`src/rtl/core/sppr_pkg.sv`:
```
// sppr_pkg: shared types, codes and sizes for the stereo pair ping-pong reader.
// No dependencies.

package sppr_pkg;

	localparam int WORDS_PER_HALF = 128;
	localparam int STORE_DEPTH    = 2 * WORDS_PER_HALF;
	localparam int POS_W          = $clog2(WORDS_PER_HALF);
	localparam int ADDR_W         = $clog2(STORE_DEPTH);
	localparam int WORD_W         = 25;
	localparam int SAMPLE_W       = 24;
	localparam int CNT_W          = 32;
	localparam int RIGHT_BIT      = 24;

	localparam logic [1:0] KIND_WORD  = 2'd0;
	localparam logic [1:0] KIND_PULL  = 2'd1;
	localparam logic [1:0] KIND_CLEAR = 2'd2;

	localparam logic [1:0] ST_PAIR   = 2'd0;
	localparam logic [1:0] ST_NODATA = 2'd1;
	localparam logic [1:0] ST_ORPHAN = 2'd2;
	localparam logic [1:0] ST_ACK    = 2'd3;

	typedef enum logic [1:0] {
		OP_WORD,
		OP_PULL,
		OP_CLEAR,
		OP_NOP
	} op_t;

	typedef struct packed {
		op_t               op;
		logic [WORD_W-1:0] word;
	} item_t;

endpackage

```
`src/rtl/core/sppr_front.sv`:
```
// sppr_front: accepts command words, classifies the kind, queues them (two deep).
// Depends on sppr_pkg.

module sppr_front (
	input  logic                           clk,
	input  logic                           arst_n,
	input  logic                           start,
	input  logic [1:0]                     kind,
	input  logic [sppr_pkg::WORD_W-1:0]    captured_word,
	output logic                           busy,
	output logic                           item_valid,
	output sppr_pkg::item_t                item,
	input  logic                           item_pop
);

	sppr_pkg::item_t entry_q [2];
	logic            wr_ptr_q;
	logic            rd_ptr_q;
	logic [1:0]      count_q;
	logic            push;
	sppr_pkg::item_t in_item;

	assign busy       = (count_q == 2'd2);
	assign push       = start && !busy;
	assign item_valid = (count_q != 2'd0);
	assign item       = entry_q[rd_ptr_q];

	always_comb begin
		in_item.word = captured_word;
		case (kind)
			sppr_pkg::KIND_WORD:  in_item.op = sppr_pkg::OP_WORD;
			sppr_pkg::KIND_PULL:  in_item.op = sppr_pkg::OP_PULL;
			sppr_pkg::KIND_CLEAR: in_item.op = sppr_pkg::OP_CLEAR;
			default:              in_item.op = sppr_pkg::OP_NOP;
		endcase
	end

	always_ff @(posedge clk) begin
		if (push) begin
			entry_q[wr_ptr_q] <= in_item;
		end
	end

	always_ff @(posedge clk or negedge arst_n) begin
		if (!arst_n) begin
			wr_ptr_q <= 1'b0;
			rd_ptr_q <= 1'b0;
			count_q  <= 2'd0;
		end else begin
			if (push) begin
				wr_ptr_q <= ~wr_ptr_q;
			end
			if (item_pop) begin
				rd_ptr_q <= ~rd_ptr_q;
			end
			case ({push, item_pop})
				2'b10:   count_q <= count_q + 2'd1;
				2'b01:   count_q <= count_q - 2'd1;
				default: count_q <= count_q;
			endcase
		end
	end

	a_pop_nonempty: assert property (@(posedge clk) disable iff (!arst_n)
		item_pop |-> item_valid)
		else $error("pop from empty queue");

	a_count_bound: assert property (@(posedge clk) disable iff (!arst_n)
		count_q != 2'd3)
		else $error("queue count out of range");

	a_count_grow: assert property (@(posedge clk) disable iff (!arst_n)
		(push && !item_pop) |=> count_q == $past(count_q) + 2'd1)
		else $error("queue count did not follow push");

endmodule

```
`config.mk`:
```
export PLATFORM = sky130hd
export DESIGN_NAME = sppr_front
export DESIGN_NICKNAME = d
export VERILOG_FILES = /design/src/rtl/core/sppr_pkg.sv /design/src/rtl/core/sppr_front.sv
export SDC_FILE = /design/constraint.sdc
export NUM_CORES = 1
export LEC_CHECK = 0
export ABC_AREA = 0
export BUFFER_PORTS_ARGS = -buffer_cell sky130_fd_sc_hd__buf_2
export CORE_MARGIN = 2
export CORE_UTILIZATION = 35
export CTS_BUF_LIST = sky130_fd_sc_hd__clkbuf_8
export DETAILED_ROUTE_END_ITERATION = 12
export MAX_ROUTING_LAYER = met4
export PLACE_DENSITY = 0.53
export SLEW_MARGIN = 20
export SYNTH_ARGS = -nofsm -noshare
export SYNTH_HDL_FRONTEND = slang
export SYNTH_SLANG_ARGS = --single-unit
```
`constraint.sdc`:
```
create_clock -name clk -period 2.8 [get_ports clk]
set_input_delay 0.42 -clock clk [delete_from_list [all_inputs] [get_ports clk]]
set_output_delay 0.42 -clock clk [all_outputs]
set_load 0.03 [all_outputs]
```
==> results of run 1 <==
metrics by stage:
step | hold WS [ns] | std cells | instance area, sq um | worst slack [ns] | power, mW
2_1_floorplan | 0.124 | 103 | 2250 | 0.612 | 2.27
3_3_place_gp | 0.229 | 236 | 2600 | 0.898 | 2.48
3_5_place_dp | 0.236 | 236 | 2600 | 0.866 | 2.52
4_1_cts | 0.260 | 253 | 2860 | 0.504 | 3.50
5_1_grt | 0.269 | 253 | 2860 | 0.441 | 3.61
6_report | 0.283 | 253 | 2860 | 0.561 | 3.45
final timing paths:
path                                        from  slack, ns  cells past startpoint        endpoint
worst max-delay path                    rd_ptr_q       0.56                      2        item[26]
worst min-delay path            captured_word[9]       0.28                      1   entry_q[0][9]
worst max register to register        count_q[0]       0.98                      4  entry_q[0][13]
worst min register to register        count_q[1]       0.52                      1      count_q[1]
max in group asynchronous                 arst_n       2.24                      2        rd_ptr_q
min in group asynchronous                 arst_n       0.43                      2      count_q[0]
worst register-to-register path: stages, from the launching register on:
cell,delay [ns]
dfrtp_1,0.40
nand2b_1,0.18
nand2_1,0.14
nor2_2,0.40
buf_4,0.37
metal layers:
layer	track usage, %	vias up	wire length, um
li1	-	530	-
met1	12.4	539	1500
met2	18.1	42	1890
met3	4.25	8	246
met4	6.60	0	67
met5	-	-	0
layout make-up:
class	count	area [sq um]	share of cell area (%)
clock inverter	7	131	4.59
multi-input combinational	39	464	16.2
clock buffer	9	124	4.33
sequential	58	1720	60.2
inverter	1	3.75	0.131
timing repair buffer	62	320	11.2
tap	77	96.3	3.37
repair_timing:
| action | in CTS | in global routing |
|---|---|---|
| buffers inserted | 0 | 0 |
| gates resized for setup | 0 | 0 |
| endpoints found under the hold margin | 4 | 0 |
| endpoints found under the setup margin | 0 | 0 |
| hold buffers | 1 | 0 |
flip-flops by register name (all words and copies together), names as in the netlist:
register / flops
wr_ptr_q: 1
rd_ptr_q: 1
count_q: 2
entry_q: 54
logic make-up (layout without fill, tap and decap cells):
kind of cell,count (synthesis),after routing,share of synthesized area [%]
xor+xnor,5,5,1.95
mux,27,27,16.7
simple gates,6,6,1.34
fa+ha+maj,1,1,0.557
flops,58,58,76.7
buf+inv,6,79,2.79
placed cells by master (no fill, tap or decap):
cell / Yosys / routed
buf_2: 0 / 59
edfxtp_1: 54 / 54
mux2_4: 19 / 19
clkbuf_8: 0 / 9
mux2_2: 8 / 8
bufinv_16: 0 / 4
xnor2_1: 3 / 3
clkinv_1: 0 / 3
dfrtp_1: 4 / 3
xor2_1: 2 / 2
buf_4: 0 / 2
nand2b_1: 1 / 1
inv_1: 1 / 1
and3_1: 1 / 1
or2_2: 1 / 1
nand2_1: 1 / 1
nor2_2: 0 / 1
nor2_1: 2 / 1
ha_1: 1 / 1
dlygate4sd3_1: 0 / 1
dfrtp_2: 0 / 1
where the power goes:
group          leakage [nW]  internal (mW)  switching [mW]
Combinational         0.482          0.465           0.654
Clock                 0.126          0.672           0.305
Sequential            0.547           1.19           0.162
==> reports/metrics.csv, run 1 <==
stage,metric,value,unit
status,status,completed,
synth,Post-synth top cells,"54 x edfxtp_1, 19 x mux2_4, 8 x mux2_2",
synth,share of the synthesized area in the top cell type,72.2,%
synth,syn_nets,135,
route,per-cell routed wire length,14.6,um
cts,TritonCTS clock tree,yes,
synth,"Seq/Total Area, Yosys",76.7,%
hold_path,Hold Path Class,input pin to flop,
worst_setup_path,CP top delay family,flip-flops,
synth,Syn Area/Cell,21.8,sq um
route,First-pass DRT Iterations,4,
sta,Slew @ Worst Pin,0.821,ns
grt,first-pass GRT wire length,5830,um
floorplan,area of the core,0.00628,sq mm
sta,Worst Skew,0.00386,ns
sta,final slew viol count,0,
finish,Fill cells,549,
finish,area delta synth->final,27.5,%
power,PwrDens,1200,mW/mm^2
grt,vias in the first global route,1226,
worst_setup_path,WP buf/inv,1,
worst_setup_path,slowest cell delay on critical path,0.91,ns
sta,Tcrit/Tclk final,80.0,%
sta,Tmin final,2.24,ns
route,routed wire length,3710,um
sta,final count of hold timing violations,0,
synth,register bit total from synthesis,58,
synth,main area contributors after synthesis,"edfxtp_1 72%, mux2_4 13%, dfrtp_1 4.5%",
power,maximum vdd drop,0.000631,V
sta,Final setup viols,0,
route,Final ANT Viol Nets,0,
grt,antenna violations before repair,0,
worst_setup_path,Critical Path Source Type,flop,
worst_setup_path,CP Data Arrival Time,1.82,ns
finish,Final #Nets,203,
floorplan,Chip Height,84.1,um
grt,GRT Residual Overflow,0,
floorplan,I/O pins,60,
floorplan,DIE AREA,0.00707,sq mm
flow_run,maxcap violations,0,
sta,fmax,447,MHz
cts,total CTS buffers,9,
cts,H-tree level count,3,
worst_setup_path,Critical Path RT,2.38,ns
finish,ant diodes,0,
synth,Post-Syn Area,0.00225,sq mm
power,Pleak,1.16,nW
finish,post-layout util,45.6,%
grt,Overall Global Routing Usage,11.5,%
synth,synthesized instance count,103,
floorplan,Die X,84.1,um
sta,setup TNS,0,ns
synth,"Primary FF master, synth",edfxtp_1,
sta,RSZ-0062 raised after global routing,no,
grt,largest net degree at the start of global routing,29,
worst_setup_path,crit-path max FO,28,
route,DRT iter0 DRCs,55,
synth,cell with the most instances after synthesis,edfxtp_1,
route,via count,1119,
worst_setup_path,class of the most critical setup path,flop to output port,
synth,Synth cell types,16,
worst_setup_path,critical path's slowest cell,dfrtp_2,
placement,port bufs,59,
floorplan,Initial Util,35.8,%
placement,hpwl dp,2560,um
sta,Rel. slew slack,45.3,%
cts,worst-case clock buffer depth,2,
cts,clk slew on worst S/H paths,0.06,ns
placement,GPL Wtd Cong,0.731,
route,DR vias/cell,4.42,
floorplan,Site Rows,29,
worst_setup_path,"critical path, cell by cell","mux2_2, buf_2",
route,DR DRC count,0,
worst_setup_path,CP Capture Type,output port,
synth,synth warn,0,
cts,CTS sink count,58,
synth,post-synth top area cell,edfxtp_1,
cts,Worst-Skew Late Latency,0.32,ns
finish,share of layout cells above drive strength 1,59.1,%
cts,CTS Root Cell,clkbuf_8,
synth,Post-synth EDFFs,54,
synth,"FFs w/ async S/R, synth",6.90,%
Power figures use the tool's default switching activity.
==> run 2: changes to the inputs <==
Clock period 2.8 ns to 2.22 ns, I/O delays scaled along.
==> run 2 against run 1 <==
Against the previous run:
- design area down 1.7%
- sequential power is 18% higher
- via count unchanged
- critical path type unchanged
- clock-buffer cell count did not move
- critical endpoint is now item[0]
- non-clock buffer count is 3 higher
- power up 16%
- clock skew about the same
==> reports/metrics.csv, run 2 (synthesis results as in run 1) <==
stage,metric,value,unit,change
grt,Overall Global Routing Usage,11.3,%,-0.17 points
sta,Final setup viols,0,,unchanged
worst_setup_path,Critical Path RT,1.89,ns,-0.49 ns
sta,final slew viol count,0,,unchanged
floorplan,Chip Height,84.1,um,unchanged
cts,clk slew on worst S/H paths,0.06,ns,about the same
finish,share of layout cells above drive strength 1,59.9,%,+0.80 points
sta,Rel. slew slack,68.9,%,+24 points
worst_setup_path,CP Data Arrival Time,1.54,ns,-0.28 ns
route,DRT iter0 DRCs,65,,+18%
worst_setup_path,reg-to-reg critical path startpoint,count_q[0],,
worst_setup_path,CP Capture Type,output port,,
finish,ant diodes,0,,unchanged
finish,most frequent cells in the layout,"59 x buf_2, 54 x edfxtp_1, 19 x mux2_4",,
sta,RSZ-0062 raised after global routing,no,,
grt,vias in the first global route,1177,,-4.0%
route,DR vias/cell,4.41,,-0.39%
placement,Placement Cell Area,0.00263,sq mm,+1.3%
route,per-cell routed wire length,14.5,um,-1.1%
route,DR DRC count,0,,unchanged
sta,Slew @ Worst Pin,0.466,ns,-0.355 ns
power,PwrDens,1430,mW/mm^2,+18%
hold_path,Worst Min Path Start,captured_word[9],,
floorplan,DIE AREA,0.00707,sq mm,unchanged
finish,largest registers,"entry_q: 54 flops, count_q: 2 flops",,
worst_setup_path,Critical Path Source Type,flop,,
sta,Worst Skew,0.00389,ns,+0.0000298 ns
grt,first-pass GRT wire length,5770,um,-1.1%
cts,Post CTS Setup Buffer Count,0,,unchanged
power,maximum vdd drop,0.000793,V,+26%
worst_setup_path,R2R setup slack,0.67,ns,-0.31 ns
floorplan,I/O pins,60,,unchanged
worst_setup_path,R2R cell count,3,,-1
floorplan,area of the core,0.00628,sq mm,unchanged
sta,Tcrit/Tclk final,84.5,%,
finish,Final #Nets,206,,+1.5%
cts,CTS Root Cell,clkbuf_8,,
worst_setup_path,crit-path max FO,19,,-32%
sta,final count of hold timing violations,0,,unchanged
cts,Worst-Skew Late Latency,0.32,ns,about the same
power,Pleak,1.14,nW,-1.6%
cts,worst-case clock buffer depth,2,,unchanged
route,via count,1119,,unchanged
worst_setup_path,Critical Path End,item[0],,
finish,post-route cell area,0.00281,sq mm,-1.7%
power,total power,4.01,mW,+16%
flow_run,maxcap violations,0,,unchanged
placement,GPL Wtd Cong,0.689,,-5.8%
finish,area delta synth->final,25.3,%,
grt,antenna violations before repair,0,,unchanged
placement,hpwl dp,2560,um,about the same
route,Final ANT Viol Nets,0,,unchanged
sta,setup TNS,0,ns,unchanged
sta,Tmin final,1.88,ns,
hold_path,Hold Path Class,input pin to flop,,
status,status,completed,,
sta,Hold Slack,0.198,ns,-0.0853 ns
route,First-pass DRT Iterations,4,,unchanged
worst_setup_path,"critical path, cell by cell","buf_4, mux2_2, buf_2",,
floorplan,Die X,84.1,um,unchanged
worst_setup_path,class of the most critical setup path,flop to output port,,
worst_setup_path,FF-to-FF End,entry_q[1][5],,
placement,port bufs,59,,unchanged
worst_setup_path,CP startpoint,rd_ptr_q,,
cts,total CTS buffers,9,,unchanged
cts,TritonCTS clock tree,yes,,
worst_setup_path,slowest cell delay on critical path,0.38,ns,-0.53 ns
route,routed wire length,3680,um,-0.67%
cts,CTS sink count,58,,unchanged
finish,Largest register FFs,54,,unchanged
finish,"most common cell after layout, fill and taps aside",buf_2,,
grt,largest net degree at the start of global routing,20,,-31%
finish,Reg with most FFs,entry_q,,
worst_setup_path,critical path's slowest cell,mux2_2,,
grt,GRT Residual Overflow,0,,unchanged
cts,number of gates resized after cts,0,,unchanged
sta,fmax,533,MHz,
cts,H-tree level count,3,,unchanged
floorplan,Site Rows,29,,unchanged
floorplan,Initial Util,35.8,%,unchanged
## run 2: cell types whose count changed in the layout (fill, tap and decap cells not counted)
cell	before	now
buf_12	0	1
buf_4	2	4
bufinv_16	4	1
clkinv_1	3	2
clkinv_2	0	2
## run 2: critical path: cells and delay by family (launching register included)
family                 cells  cell delay [ns]
buffers and inverters      2             0.49
multiplexers               1             0.38
flip-flops                 1             0.35
## run 2: worst min path at each step
stage / endpoint / slack, ns / cells after the start
2_1_floorplan: count_q[0] / 0.04 / 0
3_3_place_gp: count_q[0] / 0.14 / 1
3_5_place_dp: count_q[1] / 0.14 / 1
4_1_cts: entry_q[1][3] / 0.17 / 1
5_1_grt: entry_q[0][9] / 0.18 / 1
6_report: entry_q[0][9] / 0.20 / 1
## run 2: per-layer routing
metal | wire length [um] | vias to the layer above | track usage, %
met3 | 293 | 6 | 5.24
met4 | 40 | 0 | 4.84
met1 | 1490 | 537 | 12.5
li1 | - | 534 | -
met2 | 1860 | 42 | 17.5
met5 | 0 | - | -
## run 2: power breakdown
part           total, mW  internal (mW)  switching, mW  leakage, nW
sequential          1.59           1.50         0.0817        0.547
combinational       1.58          0.625          0.953        0.500
clock              0.852          0.493          0.359       0.0898
total               4.01           2.62           1.39         1.14
## run 2: cell type report
cell class	instances	area [sq um]
fillers	568	3460
well taps	77	96.3
clock buffers	9	124
multi-input cells	39	464
repair buffers	65	355
clock inverters	5	47.5
flip-flops and latches	58	1720
inverters	1	3.75
## run 2: what timing repair did
| item | CTS | global route |
|---|---|---|
| hold buffers | 1 | 0 |
| hold endpoints to repair | 4 | 0 |
| setup endpoints to repair | 0 | 0 |
## run 2: stage by stage
| step | util [%] | std cells | worst slack, ns |
|---|---|---|---|
| 6_report | 44.8 | 254 | 0.343 |
| 5_1_grt | 44.8 | 254 | 0.265 |
| 4_1_cts | 44.8 | 254 | 0.298 |
| 3_5_place_dp | 41.9 | 239 | 0.655 |
| 3_3_place_gp | 41.9 | 239 | 0.679 |
| 2_1_floorplan | - | 103 | 0.0318 |
==> run 3: changes to the inputs <==
Clock period 2.22 ns to 1.8 ns, I/O delays scaled along.
==> run 3 against run 2 <==
Against the previous run:
- sequential share of layout area is 0.78 points lower
- non-clock buffer count is 1 higher
- critical endpoint is now item[19]
- largest power group unchanged
- largest cell class unchanged
- critical path type unchanged
- final cell count is 1.2% higher
- first-iteration DRC count is 34% lower
- combinational power is 23% higher
- global-route usage is 0.14 points higher
==> reports/metrics.csv, run 3 (synthesis results as in run 1) <==
stage,metric,value,unit,change
status,status,completed,,
route,Final ANT Viol Nets,0,,unchanged
placement,port bufs,59,,unchanged
placement,Placement Cell Area,0.00263,sq mm,-0.19%
sta,Tmin final,1.71,ns,
route,via count,1127,,+0.71%
power,PwrDens,1800,mW/mm^2,+26%
finish,Largest register FFs,54,,unchanged
sta,setup TNS,0,ns,unchanged
route,First-pass DRT Iterations,2,,-2
floorplan,Die X,84.1,um,unchanged
worst_setup_path,CP Data Arrival Time,1.44,ns,-0.10 ns
cts,clk slew on worst S/H paths,0.06,ns,about the same
placement,GPL Wtd Cong,0.700,,+1.6%
floorplan,I/O pins,60,,unchanged
floorplan,Initial Util,35.8,%,unchanged
sta,Final setup viols,0,,unchanged
grt,met3 Usage GRT,4.35,%,-0.89 points
worst_setup_path,Critical Path End,item[19],,
power,Clk pwr share,23.8,%,+2.6 points
finish,non-filler instance count after layout,257,,+1.2%
sta,Slew @ Worst Pin,0.269,ns,-0.198 ns
finish,multi-input logic area,464,sq um,unchanged
cts,H-tree level count,3,,unchanged
finish,area delta synth->final,26.9,%,
finish,Reg area,0.00172,sq mm,unchanged
finish,largest registers,"entry_q: 54 flops, count_q: 2 flops",,
route,routed wire length,3710,um,+0.87%
cts,worst-case clock buffer depth,2,,unchanged
sta,RSZ-0062 raised after global routing,no,,
power,sequential share of power,38.2,%,-1.3 points
worst_setup_path,crit-path max FO,18,,-1
hold_path,Hold Path Class,input pin to flop,,
placement,cell count after placement,240,,+0.42%
power,Pleak,1.16,nW,+1.9%
power,maximum vdd drop,0.000935,V,+18%
cts,Post CTS Setup Buffer Count,0,,unchanged
power,internal power,3.39,mW,+29%
grt,first-pass GRT wire length,5730,um,-0.61%
finish,post-route cell area,0.00285,sq mm,+1.3%
worst_setup_path,Critical Path Source Type,flop,,
worst_setup_path,CP Capture Type,output port,,
worst_setup_path,Critical Path RT,1.53,ns,-0.36 ns
worst_setup_path,reg-to-reg critical path startpoint,count_q[0],,
route,per-cell routed wire length,14.4,um,-0.31%
finish,ant diodes,0,,unchanged
worst_setup_path,FF-to-FF End,entry_q[0][3],,
floorplan,area of the core,0.00628,sq mm,unchanged
worst_setup_path,R2R cell count,4,,+1
finish,Fill cells,561,,-1.2%
cts,Worst-Skew Late Latency,0.32,ns,about the same
flow_run,maxcap violations,0,,unchanged
power,combinational share of power,37.9,%,-1.4 points
route,DR DRC count,0,,unchanged
worst_setup_path,class of the most critical setup path,flop to output port,,
grt,met2 usage,18.4,%,+0.87 points
sta,final count of hold timing violations,0,,unchanged
cts,total CTS buffers,9,,unchanged
sta,Worst Skew,0.00460,ns,+0.000710 ns
finish,"most common cell after layout, fill and taps aside",buf_2,,
sta,Tcrit/Tclk final,95.1,%,
grt,largest net degree at the start of global routing,19,,-5.0%
sta,Rel. slew slack,82.1,%,+13 points
finish,most frequent cells in the layout,"59 x buf_2, 54 x edfxtp_1, 19 x mux2_4",,
grt,Overall Global Routing Usage,11.4,%,+0.14 points
floorplan,DIE AREA,0.00707,sq mm,unchanged
floorplan,Chip Height,84.1,um,unchanged
cts,TritonCTS clock tree,yes,,
grt,GRT busiest layer,met2,,
sta,fmax,584,MHz,
route,DRT iter0 DRCs,43,,-34%
finish,share of layout cells above drive strength 1,60.6,%,+0.67 points
placement,hpwl dp,2640,um,+3.0%
cts,CTS Root Cell,clkbuf_8,,
worst_setup_path,R2R setup slack,0.37,ns,-0.30 ns
finish,Final #Nets,207,,+0.49%
power,Switching Share,33.9,%,-0.84 points
power,Sw Pwr,1.73,mW,+24%
finish,Reg with most FFs,entry_q,,
sta,final slew viol count,0,,unchanged
grt,antenna violations before repair,0,,unchanged
floorplan,Site Rows,29,,unchanged
route,DR vias/cell,4.39,,-0.46%
grt,met1 track demand over resource,12.0,%,-0.55 points
worst_setup_path,CP startpoint,rd_ptr_q,,
cts,CTS sink count,58,,unchanged
hold_path,Worst Min Path Start,captured_word[18],,
grt,GRT Residual Overflow,0,,unchanged
grt,vias in the first global route,1205,,+2.4%
## run 3: cell types whose count changed in the layout (fill, tap and decap cells not counted), sizes merged
cell,previous run,this run
bufinv,1,2
clkinv,4,3
buf,64,65
clkinvlp,0,1
inv,1,2
## run 3: worst min-delay path by stage
| stage | depth (start not counted) | endpoint | slack (ns) |
|---|---|---|---|
| 5_1_grt | 1 | entry_q[1][20] | 0.11 |
| 3_5_place_dp | 1 | count_q[1] | 0.08 |
| 2_1_floorplan | 0 | count_q[0] | -0.03 |
| 6_report | 1 | entry_q[0][18] | 0.14 |
| 3_3_place_gp | 1 | count_q[1] | 0.08 |
| 4_1_cts | 1 | entry_q[0][14] | 0.12 |
## run 3: area by class of cell
class,instances,area share (%)
Clock buffer,9,4.35
Clock inverter,7,2.99
Tap cell,77,3.38
Timing Repair Buffer,66,12.4
Inverter,1,0.132
Multi-Input combinational cell,39,16.3
Sequential cell,58,60.4
## run 3: routing by layer
| metal | share of wire [%] | vias to the layer above |
|---|---|---|
| met5 | 0 | - |
| met4 | 1.5 | 0 |
| met3 | 6.6 | 7 |
| met2 | 53 | 36 |
| met1 | 39 | 549 |
| li1 | - | 535 |
## run 3: critical path, cell delays in order, from the launching register on
cell     delay (ns)
dfrtp_2        0.36
buf_6          0.25
mux2_4         0.33
buf_2          0.18
## run 3: repair_timing
item | in CTS | in global routing
endpoints found under the hold margin | 4 | 0
gates resized for setup | 1 | 0
hold buffers | 1 | 0
setup endpoints to repair | 16 | 0
## run 3: per-stage QoR
step	utilization, %	hold slack, ns	power, mW	worst slack (ns)
final	45.4	0.139	5.12	0.0887
after global routing	45.4	0.110	5.38	0.0226
after CTS	45.4	0.119	5.21	0.0573
after detailed placement	41.9	0.0801	3.95	0.336
after global placement	41.9	0.0798	3.91	0.350
after floorplan	-	-0.0256	3.53	0.0518
## run 3: power groups by stage
stage               clock network, mW  logic (mW)  registers, mW
floorplan                           0        1.57           1.96
detailed placement                  0        1.96           1.99
global route                     1.34        2.06           1.99
global placement                    0        1.94           1.97
CTS                              1.27        1.98           1.96
finish                           1.22        1.94           1.96
